**config.mk**
```make
export PLATFORM = sky130hd
export DESIGN_NAME = tccu_rsp_queue
export DESIGN_NICKNAME = d
export VERILOG_FILES = /design/src/hw/rtl/tccu_pkg.sv /design/src/hw/rtl/tccu_rsp_queue.sv
export SDC_FILE = /design/constraint.sdc
export NUM_CORES = 1
export LEC_CHECK = 0
export ABC_CLOCK_PERIOD_IN_PS = 2150
export BUFFER_PORTS_ARGS = -buffer_cell sky130_fd_sc_hd__buf_2
export CAP_MARGIN = 10
export CORE_MARGIN = 2
export CORE_UTILIZATION = 46
export DETAILED_ROUTE_END_ITERATION = 8
export GPL_ROUTABILITY_DRIVEN = 1
export MAX_ROUTING_LAYER = met4
export PLACE_DENSITY = 0.73
export SLEW_MARGIN = 10
export SYNTH_ARGS = -nofsm -noshare
export SYNTH_HDL_FRONTEND = slang
export SYNTH_SLANG_ARGS = --single-unit
export TNS_END_PERCENT = 100
```
**constraint.sdc**
```tcl
create_clock -name clock -period 2.15 [get_ports clock]
set_input_delay 0.1075 -clock clock [delete_from_list [all_inputs] [get_ports clock]]
set_output_delay 0.1075 -clock clock [all_outputs]
set_load 0.05 [all_outputs]
```
**src/hw/rtl/tccu_pkg.sv**
```systemverilog
// Shared types, codes and constants of the text console cursor engine.
package tccu_pkg;

   // Store geometry
   localparam int MAX_COLS  = 128;
   localparam int MAX_ROWS  = 64;
   localparam int TAB_WIDTH = 8;
   localparam int CELLS     = MAX_COLS * MAX_ROWS;
   localparam int CELL_AW   = $clog2(CELLS);

   // Command codes
   localparam logic [1:0] CMD_PUT   = 2'd0;
   localparam logic [1:0] CMD_CLEAR = 2'd1;
   localparam logic [1:0] CMD_READ  = 2'd2;

   // Control characters
   localparam logic [7:0] CH_NUL = 8'h00;
   localparam logic [7:0] CH_BS  = 8'h08;
   localparam logic [7:0] CH_TAB = 8'h09;
   localparam logic [7:0] CH_LF  = 8'h0A;
   localparam logic [7:0] CH_CR  = 8'h0D;

   // Register indexes
   localparam logic [1:0] CSR_COLUMNS = 2'd0;
   localparam logic [1:0] CSR_ROWS    = 2'd1;
   localparam logic [1:0] CSR_BLANK   = 2'd2;

   // Register reset values
   localparam logic [7:0] COLUMNS_RESET = 8'd80;
   localparam logic [6:0] ROWS_RESET    = 7'd25;
   localparam logic [7:0] BLANK_RESET   = 8'd7;

   typedef enum logic [2:0] {
      OP_NOP,
      OP_CR,
      OP_LF,
      OP_BS,
      OP_TAB,
      OP_PRINT,
      OP_CLEAR,
      OP_READ
   } op_kind_type;

   typedef struct packed {
      op_kind_type  kind;
      logic [7:0]   ch;
      logic [7:0]   attr;
      logic [12:0]  cell_index;
   } op_type;

   typedef struct packed {
      logic   empty;
      op_type op;
   } opq_status_type;

   typedef struct packed {
      logic [7:0]  cols;
      logic [6:0]  rows;
      logic [7:0]  blank_attr;
      logic [13:0] total;
      logic [12:0] moved;
   } geom_type;

   typedef struct packed {
      logic [6:0]  cursor_col;
      logic [5:0]  cursor_row;
      logic [12:0] cursor_offset;
      logic [7:0]  cell_char;
      logic [7:0]  cell_attr;
   } result_type;

   typedef struct packed {
      logic       push;
      result_type res;
   } rsp_write_type;

   typedef enum logic [3:0] {
      ST_IDLE,
      ST_ADDR,
      ST_EXEC,
      ST_TAB,
      ST_WRAP,
      ST_SCROLL,
      ST_BLANK,
      ST_CLEAR,
      ST_READ,
      ST_OFFSET
   } back_state_type;

endpackage

```
**src/hw/rtl/tccu_rsp_queue.sv**
```systemverilog
// Two-entry result queue that parts the back end from the result channel.
module tccu_rsp_queue import tccu_pkg::*; (
   input  logic          clock,
   input  logic          reset,
   input  rsp_write_type wr,
   input  logic          pop,
   output logic          empty,
   output logic          full,
   output result_type    head
);

   result_type q_ff [2];
   logic       wr_ptr_ff, wr_ptr_in;
   logic       rd_ptr_ff, rd_ptr_in;
   logic [1:0] count_ff, count_in;
   logic       do_push;
   logic       do_pop;

   assign empty   = (count_ff == 2'd0);
   assign full    = (count_ff == 2'd2);
   assign do_push = wr.push && !full;
   assign do_pop  = pop && !empty;

   always_comb begin
      wr_ptr_in = do_push ? ~wr_ptr_ff : wr_ptr_ff;
      rd_ptr_in = do_pop ? ~rd_ptr_ff : rd_ptr_ff;
      count_in  = count_ff + {1'b0, do_push} - {1'b0, do_pop};
   end

   always_ff @(posedge clock) begin
      if (reset) begin
         wr_ptr_ff <= 1'b0;
         rd_ptr_ff <= 1'b0;
         count_ff  <= 2'd0;
      end else begin
         wr_ptr_ff <= wr_ptr_in;
         rd_ptr_ff <= rd_ptr_in;
         count_ff  <= count_in;
      end
   end

   always_ff @(posedge clock) begin
      if (do_push) begin
         q_ff[wr_ptr_ff] <= wr.res;
      end
   end

   assign head = q_ff[rd_ptr_ff];

endmodule

```
==> results.md <==
- Status: finished clean
- Largest net degree at the start of global routing: 43
- Yosys warnings: 0
- Detail Placement HPWL: ~3.6 mm
- Final hold vios: 0
- Crit path launch type: flip-flop
- Final WL: between 6 and 7 mm
- Worst-path clk slew: approximately 0.08 ns
- First-pass detailed-route iteration total: 5
- Cell depth of the worst setup path: 3
- Cell Count, Final, Fillers Out: 402
- Minimum clock period: between 1.5 and 2 ns
- Async SR Flop Fraction: 0%
- Max Buffers Root-to-Sink: 2
- Nets: approximately 350
- Die X: 88.1 um
- Post-route cell area: 4480 sq um
- WP data required: between 2 and 2.5 ns
- Antenna viol nets, final: 0
- CP bufs+invs: 2
- Max-cap viol count: 0
- CP top delay family: buffers and inverters
- Unrepaired setup endpoints after global routing: false
- Area after DPL: roughly 3800 sq um
- Post-Place Cells: 343
- Via count: ~1900
- H-Tree Depth: 3
- First-pass GRT wire length: just under 9 mm
- Overflow after GRT: 0
- Drt wl/cell: around 15 um
- Critical path endpoint category: output port
- Top-count cell post-synth: edfxtp_1
- Antenna violations before repair: 0
- Worst path slowest cell: mux2_2
- Synth top area share: between 70% and 80%
- Final setup viols: 0
- Worst setup path end: head[5]
- Post-Synthesis Cells: 158
- Final-report max-slew violation count: 0
- Drt drc: 0
- Peak VDD IR: between 700 and 800 uV
- CTS Sinks: 89
- Hold Crit Class: in -> reg
- Worst Skew: 0.00932 ns
- Post-synth top area cell: edfxtp_1
- Rel. slew slack: about 76%
- Pwr/cell area: between 1000 and 1500 nW/um^2
- Synthesized area per cell: between 20 and 25 sq um
- Sequential fraction of the synthesis area: between 80 and 90%
- DRT iter0 DRCs: between 100 and 150
- Worst slew pin tran: roughly 0.36 ns
- Worst-skew pair later-pin latency: 0.35 ns
- Setup TNS: 0 ns
- Die area: between 7000 and 8000 sq um
- Starting density of the core: a little under half
- Share of post-route cells with drive strength above 1: between 50% and 60%
- Arrival time at the worst endpoint: approximately 1.6 ns
- Root buffer cell: clkbuf_8
- Synth top area cells: edfxtp_1 (78%), mux2_2 (15%), dfxtp_1 (3.1%)
- GRT Total Usage: around 17%
- Mapped Area: approximately 3300 sq um
- N_diodes: 0
- Number of global-route vias before repair: roughly 1900
- Crit path max fanout: 26
- R2R depth: 5
- Port bufs: 89
- Final weighted congestion in routability-driven placement: ~0.69
- Fmax: roughly 0.58 GHz
- Flops & latches, synth: between 80 and 90
- Crit path largest cell delay: 0.39 ns
- Post-Syn Nets: 206
- Post-CTS resize count: 0
- Crit-path cells: buf_4, mux2_2, buf_2
- Most common library cells after synthesis: edfxtp_1 (84), mux2_2 (42), buf_2 (5), dfxtp_1 (5), nor2_1 (4)
- # IOs: 90
- Final Cycle Share: about four fifths
- TritonCTS Buffers: 9
- Reg2Reg Setup Slack: roughly 0.44 ns
- Synth Flop Type: edfxtp_1
- Worst r2r dst: q_ff[0][17]$_DFFE_PP_
- Synth unique cells: 20
- Leak: around 1.7 nW
- CTS tree: yes
- Vias per std cell: 4.62
- EDFF count, synth: 84
- Core area: around 7000 sq um
- Die span in y: 88.1 um
- Reg2reg start: count_ff[0]$_SDFF_PP0_
- Critical path class: reg -> out
- P&R area growth vs syn: 37.5%
- Core Rows: 30
==> how the worst min path moves through the flow <==
stage	depth (start not counted)	startpoint	slack [ns]	endpoint
after floorplan	1	reset	0.18	wr_ptr_ff$_SDFFE_PP0P_
after global placement	1	wr[9]	0.30	q_ff[0][9]$_DFFE_PP_
after detailed placement	1	wr[36]	0.30	q_ff[0][36]$_DFFE_PP_
after CTS	4	wr[42]	0.16	wr_ptr_ff$_SDFFE_PP0P_
after global routing	4	pop	0.22	flip-flop
final	4	wr[42]	0.17	wr_ptr_ff$_SDFFE_PP0P_
==> report_power, final <==
| group | switching (mW) | internal [mW] |
|---|---|---|
| clock | 0.568 | 0.535 |
| combinational | 1.60 | 0.667 |
| sequential | 0.0734 | 2.21 |
| total | 2.24 | 3.41 |
==> sequential cells by signal (all words and copies together), names as in the netlist, named ones only <==
signal     count
q_ff          84
wr_ptr_ff      1
rd_ptr_ff      1
count_ff       2
==> per-layer routing <==
layer / up-vias / track usage, % / routed length (um)
met5: - / - / 0
met4: 0 / 8.26 / 102
met3: 10 / 3.58 / 209
met2: 48 / 28.2 / 3310
met1: 906 / 18.3 / 2400
li1: 895 / - / -
==> cells by family (layout without fill, tap and decap cells) <==
group,count (synthesis),after routing,synth area share [%]
adder cells (fa/ha/maj),2,2,0.769
buffers and inverters,9,157,1.23
flip-flops,89,89,80.6
AND/OR/NAND/NOR,11,11,1.81
multiplexers,42,42,14.5
AO/OA/AOI/OAI,3,3,0.538
XOR/XNOR,2,2,0.538
==> per-stage QoR <==
| step | util, % | worst slack, ns | hold WS (ns) | power [mW] |
|---|---|---|---|---|
| after floorplan | - | 0.262 | 0.177 | 4.05 |
| after global placement | 56.4 | 0.495 | 0.296 | 4.50 |
| after detailed placement | 56.4 | 0.434 | 0.299 | 4.54 |
| after CTS | 65.5 | 0.407 | 0.157 | 5.70 |
| after global routing | 65.5 | 0.356 | 0.224 | 5.90 |
| final | 65.5 | 0.431 | 0.170 | 5.65 |
==> what timing repair did <==
| item | CTS | global route |
|---|---|---|
| setup buffers | 0 | 0 |
| endpoints found under the hold margin | 89 | 0 |
| hold buffers | 43 | 0 |
==> area by class of cell <==
cell class	count	area, sq um
Sequential cell	89	2620
Fill cell	521	2360
Timing Repair Buffer	137	926
Multi-Input combinational cell	60	592
Clock buffer	9	124
Tap cell	96	120
Clock inverter	7	71.3
Inverter	4	18.8
==> worst reg2reg max path, cell delays in order, from the launching register on <==
cell and delay [ns]:
dfxtp_1 0.38, nand2b_2 0.16, inv_2 0.04, or3_1 0.36
clkinvlp_4 0.10, buf_4 0.32
==> placed cells by master (no fill, tap or decap), types with 2 or more instances in the layout <==
cell,n
clkbuf_8,9
edfxtp_1,84
mux2_2,42
clkinvlp_4,3
dlygate4sd3_1,43
inv_1,2
ha_1,2
buf_2,89
clkinv_4,2
nor2_1,4
dfxtp_1,4
buf_4,4
(Power assumes the default switching activity.)
