### config.mk
export PLATFORM = sky130hd
export DESIGN_NAME = tccu_front
export DESIGN_NICKNAME = d
export VERILOG_FILES = /design/src/hw/rtl/tccu_pkg.sv /design/src/hw/rtl/tccu_front.sv
export SDC_FILE = /design/constraint.sdc
export NUM_CORES = 1
export LEC_CHECK = 0
export ABC_AREA = 1
export BUFFER_PORTS_ARGS = -buffer_cell sky130_fd_sc_hd__buf_2
export CORE_MARGIN = 2
export CORE_UTILIZATION = 52
export CTS_CLUSTER_SIZE = 8
export DETAILED_ROUTE_END_ITERATION = 8
export PLACE_DENSITY_LB_ADDON = 0.2
export RECOVER_POWER = 25
export SLEW_MARGIN = 20
export SYNTH_ARGS = -nofsm -noshare
export SYNTH_HDL_FRONTEND = slang
export SYNTH_SLANG_ARGS = --single-unit
### constraint.sdc
create_clock -name clock -period 3.2 [get_ports clock]
set_input_delay 0.32 -clock clock [delete_from_list [all_inputs] [get_ports clock]]
set_output_delay 0.32 -clock clock [all_outputs]
set_load 0.05 [all_outputs]
### src/hw/rtl/tccu_pkg.sv
// Shared types, codes and constants of the text console cursor engine.
package tccu_pkg;

   // Store geometry
   localparam int MAX_COLS  = 128;
   localparam int MAX_ROWS  = 64;
   localparam int TAB_WIDTH = 8;
   localparam int CELLS     = MAX_COLS * MAX_ROWS;
   localparam int CELL_AW   = $clog2(CELLS);

   // Command codes
   localparam logic [1:0] CMD_PUT   = 2'd0;
   localparam logic [1:0] CMD_CLEAR = 2'd1;
   localparam logic [1:0] CMD_READ  = 2'd2;

   // Control characters
   localparam logic [7:0] CH_NUL = 8'h00;
   localparam logic [7:0] CH_BS  = 8'h08;
   localparam logic [7:0] CH_TAB = 8'h09;
   localparam logic [7:0] CH_LF  = 8'h0A;
   localparam logic [7:0] CH_CR  = 8'h0D;

   // Register indexes
   localparam logic [1:0] CSR_COLUMNS = 2'd0;
   localparam logic [1:0] CSR_ROWS    = 2'd1;
   localparam logic [1:0] CSR_BLANK   = 2'd2;

   // Register reset values
   localparam logic [7:0] COLUMNS_RESET = 8'd80;
   localparam logic [6:0] ROWS_RESET    = 7'd25;
   localparam logic [7:0] BLANK_RESET   = 8'd7;

   typedef enum logic [2:0] {
      OP_NOP,
      OP_CR,
      OP_LF,
      OP_BS,
      OP_TAB,
      OP_PRINT,
      OP_CLEAR,
      OP_READ
   } op_kind_type;

   typedef struct packed {
      op_kind_type  kind;
      logic [7:0]   ch;
      logic [7:0]   attr;
      logic [12:0]  cell_index;
   } op_type;

   typedef struct packed {
      logic   empty;
      op_type op;
   } opq_status_type;

   typedef struct packed {
      logic [7:0]  cols;
      logic [6:0]  rows;
      logic [7:0]  blank_attr;
      logic [13:0] total;
      logic [12:0] moved;
   } geom_type;

   typedef struct packed {
      logic [6:0]  cursor_col;
      logic [5:0]  cursor_row;
      logic [12:0] cursor_offset;
      logic [7:0]  cell_char;
      logic [7:0]  cell_attr;
   } result_type;

   typedef struct packed {
      logic       push;
      result_type res;
   } rsp_write_type;

   typedef enum logic [3:0] {
      ST_IDLE,
      ST_ADDR,
      ST_EXEC,
      ST_TAB,
      ST_WRAP,
      ST_SCROLL,
      ST_BLANK,
      ST_CLEAR,
      ST_READ,
      ST_OFFSET
   } back_state_type;

endpackage

### src/hw/rtl/tccu_front.sv
// Front end: accepts items, classifies them and queues them for the back end.
module tccu_front import tccu_pkg::*; (
   input  logic           clock,
   input  logic           reset,
   input  logic           push,
   output logic           full,
   input  logic [1:0]     cmd,
   input  logic [7:0]     ch,
   input  logic [7:0]     attr,
   input  logic [12:0]    cell_index,
   input  logic           pop,
   output opq_status_type status
);

   op_type      q_ff [2];
   logic        wr_ptr_ff, wr_ptr_in;
   logic        rd_ptr_ff, rd_ptr_in;
   logic [1:0]  count_ff, count_in;
   op_kind_type kind;
   op_type      entry;
   logic        do_push;
   logic        do_pop;

   // Decode the item into the operation the back end carries out.
   always_comb begin
      case (cmd)
         CMD_PUT: begin
            case (ch)
               CH_NUL:  kind = OP_NOP;
               CH_CR:   kind = OP_CR;
               CH_LF:   kind = OP_LF;
               CH_BS:   kind = OP_BS;
               CH_TAB:  kind = OP_TAB;
               default: kind = OP_PRINT;
            endcase
         end
         CMD_CLEAR: kind = OP_CLEAR;
         CMD_READ:  kind = OP_READ;
         default:   kind = OP_NOP;
      endcase
   end

   assign entry = '{kind: kind, ch: ch, attr: attr, cell_index: cell_index};

   assign full    = (count_ff == 2'd2);
   assign do_push = push && !full;
   assign do_pop  = pop && (count_ff != 2'd0);

   always_comb begin
      wr_ptr_in = do_push ? ~wr_ptr_ff : wr_ptr_ff;
      rd_ptr_in = do_pop ? ~rd_ptr_ff : rd_ptr_ff;
      count_in  = count_ff + {1'b0, do_push} - {1'b0, do_pop};
   end

   always_ff @(posedge clock) begin
      if (reset) begin
         wr_ptr_ff <= 1'b0;
         rd_ptr_ff <= 1'b0;
         count_ff  <= 2'd0;
      end else begin
         wr_ptr_ff <= wr_ptr_in;
         rd_ptr_ff <= rd_ptr_in;
         count_ff  <= count_in;
      end
   end

   always_ff @(posedge clock) begin
      if (do_push) begin
         q_ff[wr_ptr_ff] <= entry;
      end
   end

   assign status.empty = (count_ff == 2'd0);
   assign status.op    = q_ff[rd_ptr_ff];

endmodule

==> results of run 1 <==
## logic make-up after synthesis
family,count (synthesis),synth area share
compound gates,8,0.0185
xor+xnor,1,0.00315
fa+ha+maj,4,0.0180
buf+inv,18,0.0329
flops,69,0.728
mux,32,0.130
simple gates,36,0.0702
## state kept, by name, summed over array words and instances, names as in the netlist, named ones only
name / count
rd_ptr_ff: 1
q_ff: 64
count_ff: 2
wr_ptr_ff: 1
## routing by layer
layer  up-vias  global-route usage  share of wire  routed length (microns)
met5         -                   0              0                        0
met4         0              0.0696          0.010                       42
met3         6              0.0412          0.036                      149
met2        40               0.261           0.51                     2130
met1       705               0.186           0.44                     1850
li1        761                   -              -                        -
## cell usage after synthesis, drive strengths merged
| cell type | n | area, sq um |
|---|---|---|
| edfxtp | 64 | 1920 |
| mux2 | 32 | 360 |
| nor2 | 18 | 92.6 |
| inv | 14 | 52.6 |
| nand2 | 13 | 56.3 |
| a21oi | 5 | 28.8 |
| dfxtp | 5 | 100 |
| buf | 4 | 38.8 |
| ha | 4 | 50.1 |
| o21ai | 3 | 22.5 |
| nand3 | 2 | 20.0 |
| nor3b | 2 | 20.0 |
| or2 | 1 | 6.26 |
| xnor2 | 1 | 8.76 |
## per-stage QoR
step	instance area (sq um)	worst slack (ps)	instances	hold WS, ps
CTS	3380	1220	319	168
global route	3370	1150	319	159
global placement	3190	1530	303	470
floorplan	2780	872	168	389
finish	3370	1240	319	185
detailed placement	3190	1500	303	475
## how the worst min path moves through the flow
stage	start	end	slack (ps)	cells after the start
final	cell_index[11]	q_ff[0][11]$_DFFE_PP_	180	1
after CTS	cell_index[12]	q_ff[1][12]$_DFFE_PP_	170	1
after floorplan	reset	register	390	1
after global routing	cell_index[7]	q_ff[1][7]$_DFFE_PP_	160	1
after global placement	rd_ptr_ff$_SDFFE_PP0P_	register	470	2
after detailed placement	rd_ptr_ff$_SDFFE_PP0P_	register	480	2
## worst max-delay path, delay by kind of cell (launching register included)
kind     cells  cell delay (ps)
mux          1              390
buf+inv      2              590
flops        1              310
## cell type report
| class | instances | area (sq um) | area share |
|---|---|---|---|
| Clock buffer | 13 | 170 | 0.0505 |
| Clock inverter | 3 | 17.5 | 0.00520 |
| Inverter | 14 | 52.6 | 0.0156 |
| Multi-Input combinational cell | 81 | 681 | 0.202 |
| Sequential cell | 69 | 2020 | 0.601 |
| Tap cell | 70 | 87.6 | 0.0260 |
| Timing Repair Buffer | 69 | 337 | 0.100 |
## where the power goes
part           leakage [nW]  internal (mW)  switching, mW
clock                0.0946          0.348          0.295
sequential            0.640           1.15         0.0367
combinational         0.564          0.258          0.762
total                  1.30           1.76           1.09
==> run summary, run 1 <==
FLOORPLAN
--------------------------------------------------------------------------------------
Top-Level Pins                                                                      69
Area of the core region                                                     5140 sq um
Die Wd                                                                    77.1 microns
Die Area                                                                    5950 sq um
Die height                                                                77.1 microns
Initial core utilization                                                         0.541
Floorplan row count                                                                 26

CRITICAL PATH
--------------------------------------------------------------------------------------
R2r worst-path depth                                                                 2
Kind of critical path                                                     register to output pin
Library cell contributing the largest single delay on the critical path         mux2_1
Crit. End Element                                                           output pin
R2r setup slk                                                                  1520 ps
Capture instance of the worst register-to-register path                   q_ff[0][8]$_DFFE_PP_
Worst endpoint data arrival time                                               1640 ps
Worst Setup Start Kind                                                        register
CP peak stage delay                                                             390 ps
Crit-path cells                                                           buf_4, mux2_1, buf_2
Worst setup path end                                                        status[24]
Data required time at the worst endpoint                                       2880 ps
Critical register-to-register path startpoint                             count_ff[0]$_SDFF_PP0_
Critical Path Fanout Max                                                            32

FINISH
--------------------------------------------------------------------------------------
Share of post-route cells with drive strength above 1                            0.406
Commonest non-fill, non-tap cell in the layout                                edfxtp_1
Number of nets in the layout                                                       283
End-of-flow core utilization                                                     0.655
Layout overhead on the synthesized area                                          21.2%
Leading cell types in the layout, fill and taps excluded                  edfxtp_1, buf_2, mux2_1
Antenna diode count                                                                  0
Filler cell count                                                                  423

DRT
--------------------------------------------------------------------------------------
DRC                                                                                  0
Post-detailed-route wirelength per cell                                   13.1 microns
Via density                                                                       4.74
Via Count                                                                         1512
Count of nets left with antenna violations after detail routing                      0
Violation count after the first detailed-route iteration                            75
First-pass DRT Iterations                                                            5
Total detailed-routing wirelength                                         4170 microns

LOGIC SYNTHESIS
--------------------------------------------------------------------------------------
Post-Syn Instances                                                                 168
Sequential share of the synthesized area                                         0.728
Number of distinct library cells after synthesis                                    23
Average footprint of a synthesized cell                                     16.5 sq um
Yosys Warn Count                                                                     0
Cell area after synthesis                                                   2780 sq um
Synthesized netlist net count                                                      207
Register bit count reported by yosys                                                69

CLOCKING
--------------------------------------------------------------------------------------
Number of setup buffers added after CTS                                              0
Buffer type at the clock tree root                                            clkbuf_8
Number of hold-repair buffers added at the cts stage                                 0
Worst skew pair latency                                                         320 ps
Number of resized instances in the post-cts repair step                              0
TritonCTS clock tree                                                              done
Clk sinks                                                                           69
Clock transition at the registers of the reported paths                          70 ps
Clock H-tree levels                                                                  3
CTS max path bufs                                                                    2
Number of buffers created by CTS                                                     9

GRT
--------------------------------------------------------------------------------------
First-pass GRT wire length                                                6890 microns
Tot GR Track Use                                                                 0.155
Congestion Overflow GR                                                               0
Maximum number of pins on one net before global-route repair                        34
Antenna violations before repair                                                     0
Number of global-route vias before repair                                         1502

PLACEMENT
--------------------------------------------------------------------------------------
HPWL Detailed                                                             2700 microns
Final estimated routing congestion in global placement                           0.747
Port Buf Inserts                                                                    68

TIMING
--------------------------------------------------------------------------------------
Post-route clock period utilization                                              0.611
Crit path time final                                                           1960 ps
Worst-case clock skew                                                          9.21 ps
Setup repair after global routing missed its margin                                 no
Maximum clock rate                                                             511 MHz
Fin. Hold Viols                                                                      0
Setup-failing EPs final                                                              0
Max-slew violations                                                                  0
Post-Route Setup TNS                                                              0 ps
Relative slew slack                                                              0.372
Pin slew with the least headroom to its limit                                   939 ps

FLOW RUN
--------------------------------------------------------------------------------------
Total of max-cap violations                                                          0

PWR
--------------------------------------------------------------------------------------
Total power draw                                                               2.85 mW
Power Density                                                              847 nW/um^2
Peak supply drop                                                              0.500 mV
Leakage                                                                        1.30 nW

RUN STATUS
--------------------------------------------------------------------------------------
Run status                                                                complete, no violations

HOLD PATH
--------------------------------------------------------------------------------------
Class of the most critical hold timing path                               input port to register

Power figures use the tool's default switching activity.
==> inputs of run 2 (changes only) <==
Settings changed: CORE_UTILIZATION 52 to 47.
Clock period 3.2 ns to 1.65 ns, I/O delays scaled along.
==> run 2 against run 1 <==
Compared with the run above: critical path depth stayed put; sequential power is 97% higher; non-clock buffer count is 12 higher; wire length is 12% higher; total power is 110% higher; largest cell class unchanged; critical path type unchanged.
==> run summary, run 2 (synthesis results as in run 1) <==
RUN STATUS
--------------------------------------------------------------------------------------
Run status                                                                complete, no violations

TIMING
--------------------------------------------------------------------------------------
Post-route clock period utilization                                              0.976
Relative slew slack                                                              0.831   +0.459
Max-slew violations                                                                  0   unchanged
Setup repair after global routing missed its margin                                yes
Hold slack final                                                               23.5 ps   -161 ps
Setup-failing EPs final                                                              0   unchanged
Post-Route Setup TNS                                                              0 ps   unchanged
Maximum clock rate                                                             621 MHz
Crit path time final                                                           1610 ps
Pin slew with the least headroom to its limit                                   255 ps   -684 ps
Worst-case clock skew                                                          2.44 ps   -6.78 ps
Fin. Hold Viols                                                                      0   unchanged

FLOORPLAN
--------------------------------------------------------------------------------------
Floorplan row count                                                                 28   +7.7%
Die height                                                                80.9 microns   +4.9%
Area of the core region                                                     5820 sq um   +13%
Die Area                                                                    6540 sq um   +10%
Initial core utilization                                                         0.478   -0.0628
Die Wd                                                                    80.9 microns   +4.9%
Top-Level Pins                                                                      69   unchanged

CLOCKING
--------------------------------------------------------------------------------------
Clock transition at the registers of the reported paths                          70 ps   about the same
Number of buffers created by CTS                                                     9   unchanged
Clock H-tree levels                                                                  3   unchanged
CTS max path bufs                                                                    2   unchanged
Clk sinks                                                                           69   unchanged
Worst skew pair latency                                                         330 ps   about the same
TritonCTS clock tree                                                              done
Buffer type at the clock tree root                                            clkbuf_8

CRITICAL PATH
--------------------------------------------------------------------------------------
Worst endpoint data arrival time                                               1440 ps   -200 ps
Critical Path Fanout Max                                                             8   -75%
Library cell contributing the largest single delay on the critical path        dfxtp_4
Worst path buffer plus inverter count                                                2   unchanged
Crit-path cells                                                           buf_8, mux2_2, buf_2
R2r worst-path depth                                                                 8   +6
Worst path top cell family by delay                                         flip-flops
CP peak stage delay                                                             420 ps   +30 ps
Kind of critical path                                                     register to output pin
Data required time at the worst endpoint                                       1480 ps   -1400 ps
R2r setup slk                                                                   110 ps   -1410 ps
Capture instance of the worst register-to-register path                   count_ff[1]$_SDFF_PP0_
Critical register-to-register path startpoint                             count_ff[0]$_SDFF_PP0_
Worst Setup Start Kind                                                        register
Crit. End Element                                                           output pin

DRT
--------------------------------------------------------------------------------------
Count of nets left with antenna violations after detail routing                      0   unchanged
Via density                                                                       4.75   +0.15%
First-pass DRT Iterations                                                            4   -1
Via Count                                                                         1595   +5.5%
Violation count after the first detailed-route iteration                            87   +16%
DRC                                                                                  0   unchanged
Total detailed-routing wirelength                                         4680 microns   +12%
Post-detailed-route wirelength per cell                                   13.9 microns   +6.6%

FINISH
--------------------------------------------------------------------------------------
Antenna diode count                                                                  0   unchanged
Share of post-route cells with drive strength above 1                            0.425   +0.0197
Layout overhead on the synthesized area                                          33.7%
Leading cell types in the layout, fill and taps excluded                  edfxtp_1, buf_2, mux2_1, buf_6, clkbuf_1
Top Registers                                                             q_ff x64, count_ff x2
Commonest non-fill, non-tap cell in the layout                                edfxtp_1
End-of-flow core utilization                                                     0.639   -0.0163
Max FFs per register                                                                64   unchanged
Non-filler instance count after layout                                             336   +5.3%
Number of nets in the layout                                                       295   +4.2%
Most flops, register                                                              q_ff

GRT
--------------------------------------------------------------------------------------
First-pass GRT wire length                                                7170 microns   +4.0%
Maximum number of pins on one net before global-route repair                        34   unchanged
Most Used Layer, Global Route                                                     met2
GRT met2 Usage                                                                   0.258   -0.00355
Antenna violations before repair                                                     0   unchanged
Number of global-route vias before repair                                         1608   +7.1%
Congestion Overflow GR                                                               0   unchanged
Tot GR Track Use                                                                 0.153   -0.00128
Met3 demand-to-capacity share in global routing                                 0.0489   +0.00771
Met1 usage in global routing                                                     0.165   -0.0207

PLACEMENT
--------------------------------------------------------------------------------------
Port Buf Inserts                                                                    68   unchanged
HPWL Detailed                                                             3020 microns   +12%
Final estimated routing congestion in global placement                           0.680   -9.0%
Number of cells after detailed placement                                           313   +3.3%

PWR
--------------------------------------------------------------------------------------
Leakage                                                                        1.42 nW   +9.6%
Power Density                                                             1640 nW/um^2   +93%
Total power draw                                                               6.09 mW   +110%
Peak supply drop                                                              0.812 mV   +62%

HOLD PATH
--------------------------------------------------------------------------------------
End point of the most critical hold path                                  q_ff[1][5]$_DFFE_PP_
Class of the most critical hold timing path                               input port to register
Number of cells traversed by the worst hold path                                     1   unchanged
Hold wc startpoint                                                        cell_index[5]

FLOW RUN
--------------------------------------------------------------------------------------
Total of max-cap violations                                                          0   unchanged

-- run 2: cell type report --
class | instances | area [sq um]
sequential | 69 | 2030
fill | 466 | 2100
timing repair buffer | 81 | 662
tap | 75 | 93.8
clock inverter | 5 | 51.3
clock buffer | 11 | 131
multi-input combinational | 81 | 697
inverter | 14 | 52.6
-- run 2: per-layer routing --
metal	part of all wire	wire, microns
met3	0.059	278
met4	0.022	102
met1	0.41	1940
met2	0.50	2360
met5	0	0
-- run 2: worst register-to-register path, stage by stage, from the launching register on --
cell and delay, ps:
dfxtp_2 350, o21ai_2 160, inv_1 60, ha_1 270, inv_1 50, ha_1 200, xnor2_2 140, nand2_1 60
nor3b_2 150
-- run 2: how the worst max path moves through the flow --
| stage | endpoint | slack (ps) | start | depth (start not counted) |
|---|---|---|---|---|
| after floorplan | count_ff[1]$_SDFF_PP0_ | 110 | count_ff[1]$_SDFF_PP0_ | 8 |
| after global placement | count_ff[1]$_SDFF_PP0_ | 120 | count_ff[0]$_SDFF_PP0_ | 8 |
| after detailed placement | count_ff[1]$_SDFF_PP0_ | 30 | count_ff[0]$_SDFF_PP0_ | 8 |
| after CTS | status[21] | 0.2 | register | 3 |
| after global routing | count_ff[1]$_SDFF_PP0_ | -30 | count_ff[0]$_SDFF_PP0_ | 8 |
| final | status[19] | 40 | register | 3 |
-- run 2: report_power, final --
| part | internal, mW | switching, mW |
|---|---|---|
| sequential | 2.24 | 0.106 |
| clock | 0.688 | 0.574 |
| combinational | 0.920 | 1.56 |
-- run 2: what timing repair did --
action / CTS / global route
setup buffers: 0 / 1
endpoints found under the setup margin: 16 / 16
gates resized for setup: 24 / 50
endpoints found under the hold margin: 8 / 0
hold buffers: 4 / 0
pin swaps: 0 / 2
gates cloned: 1 / 1
-- run 2: through the flow --
stage	instance area, sq um	worst slack [ps]
2_1_floorplan	2790	111
3_3_place_gp	3270	124
3_5_place_dp	3270	29.8
4_1_cts	3590	0.166
5_1_grt	3710	-25.2
6_report	3710	40.1
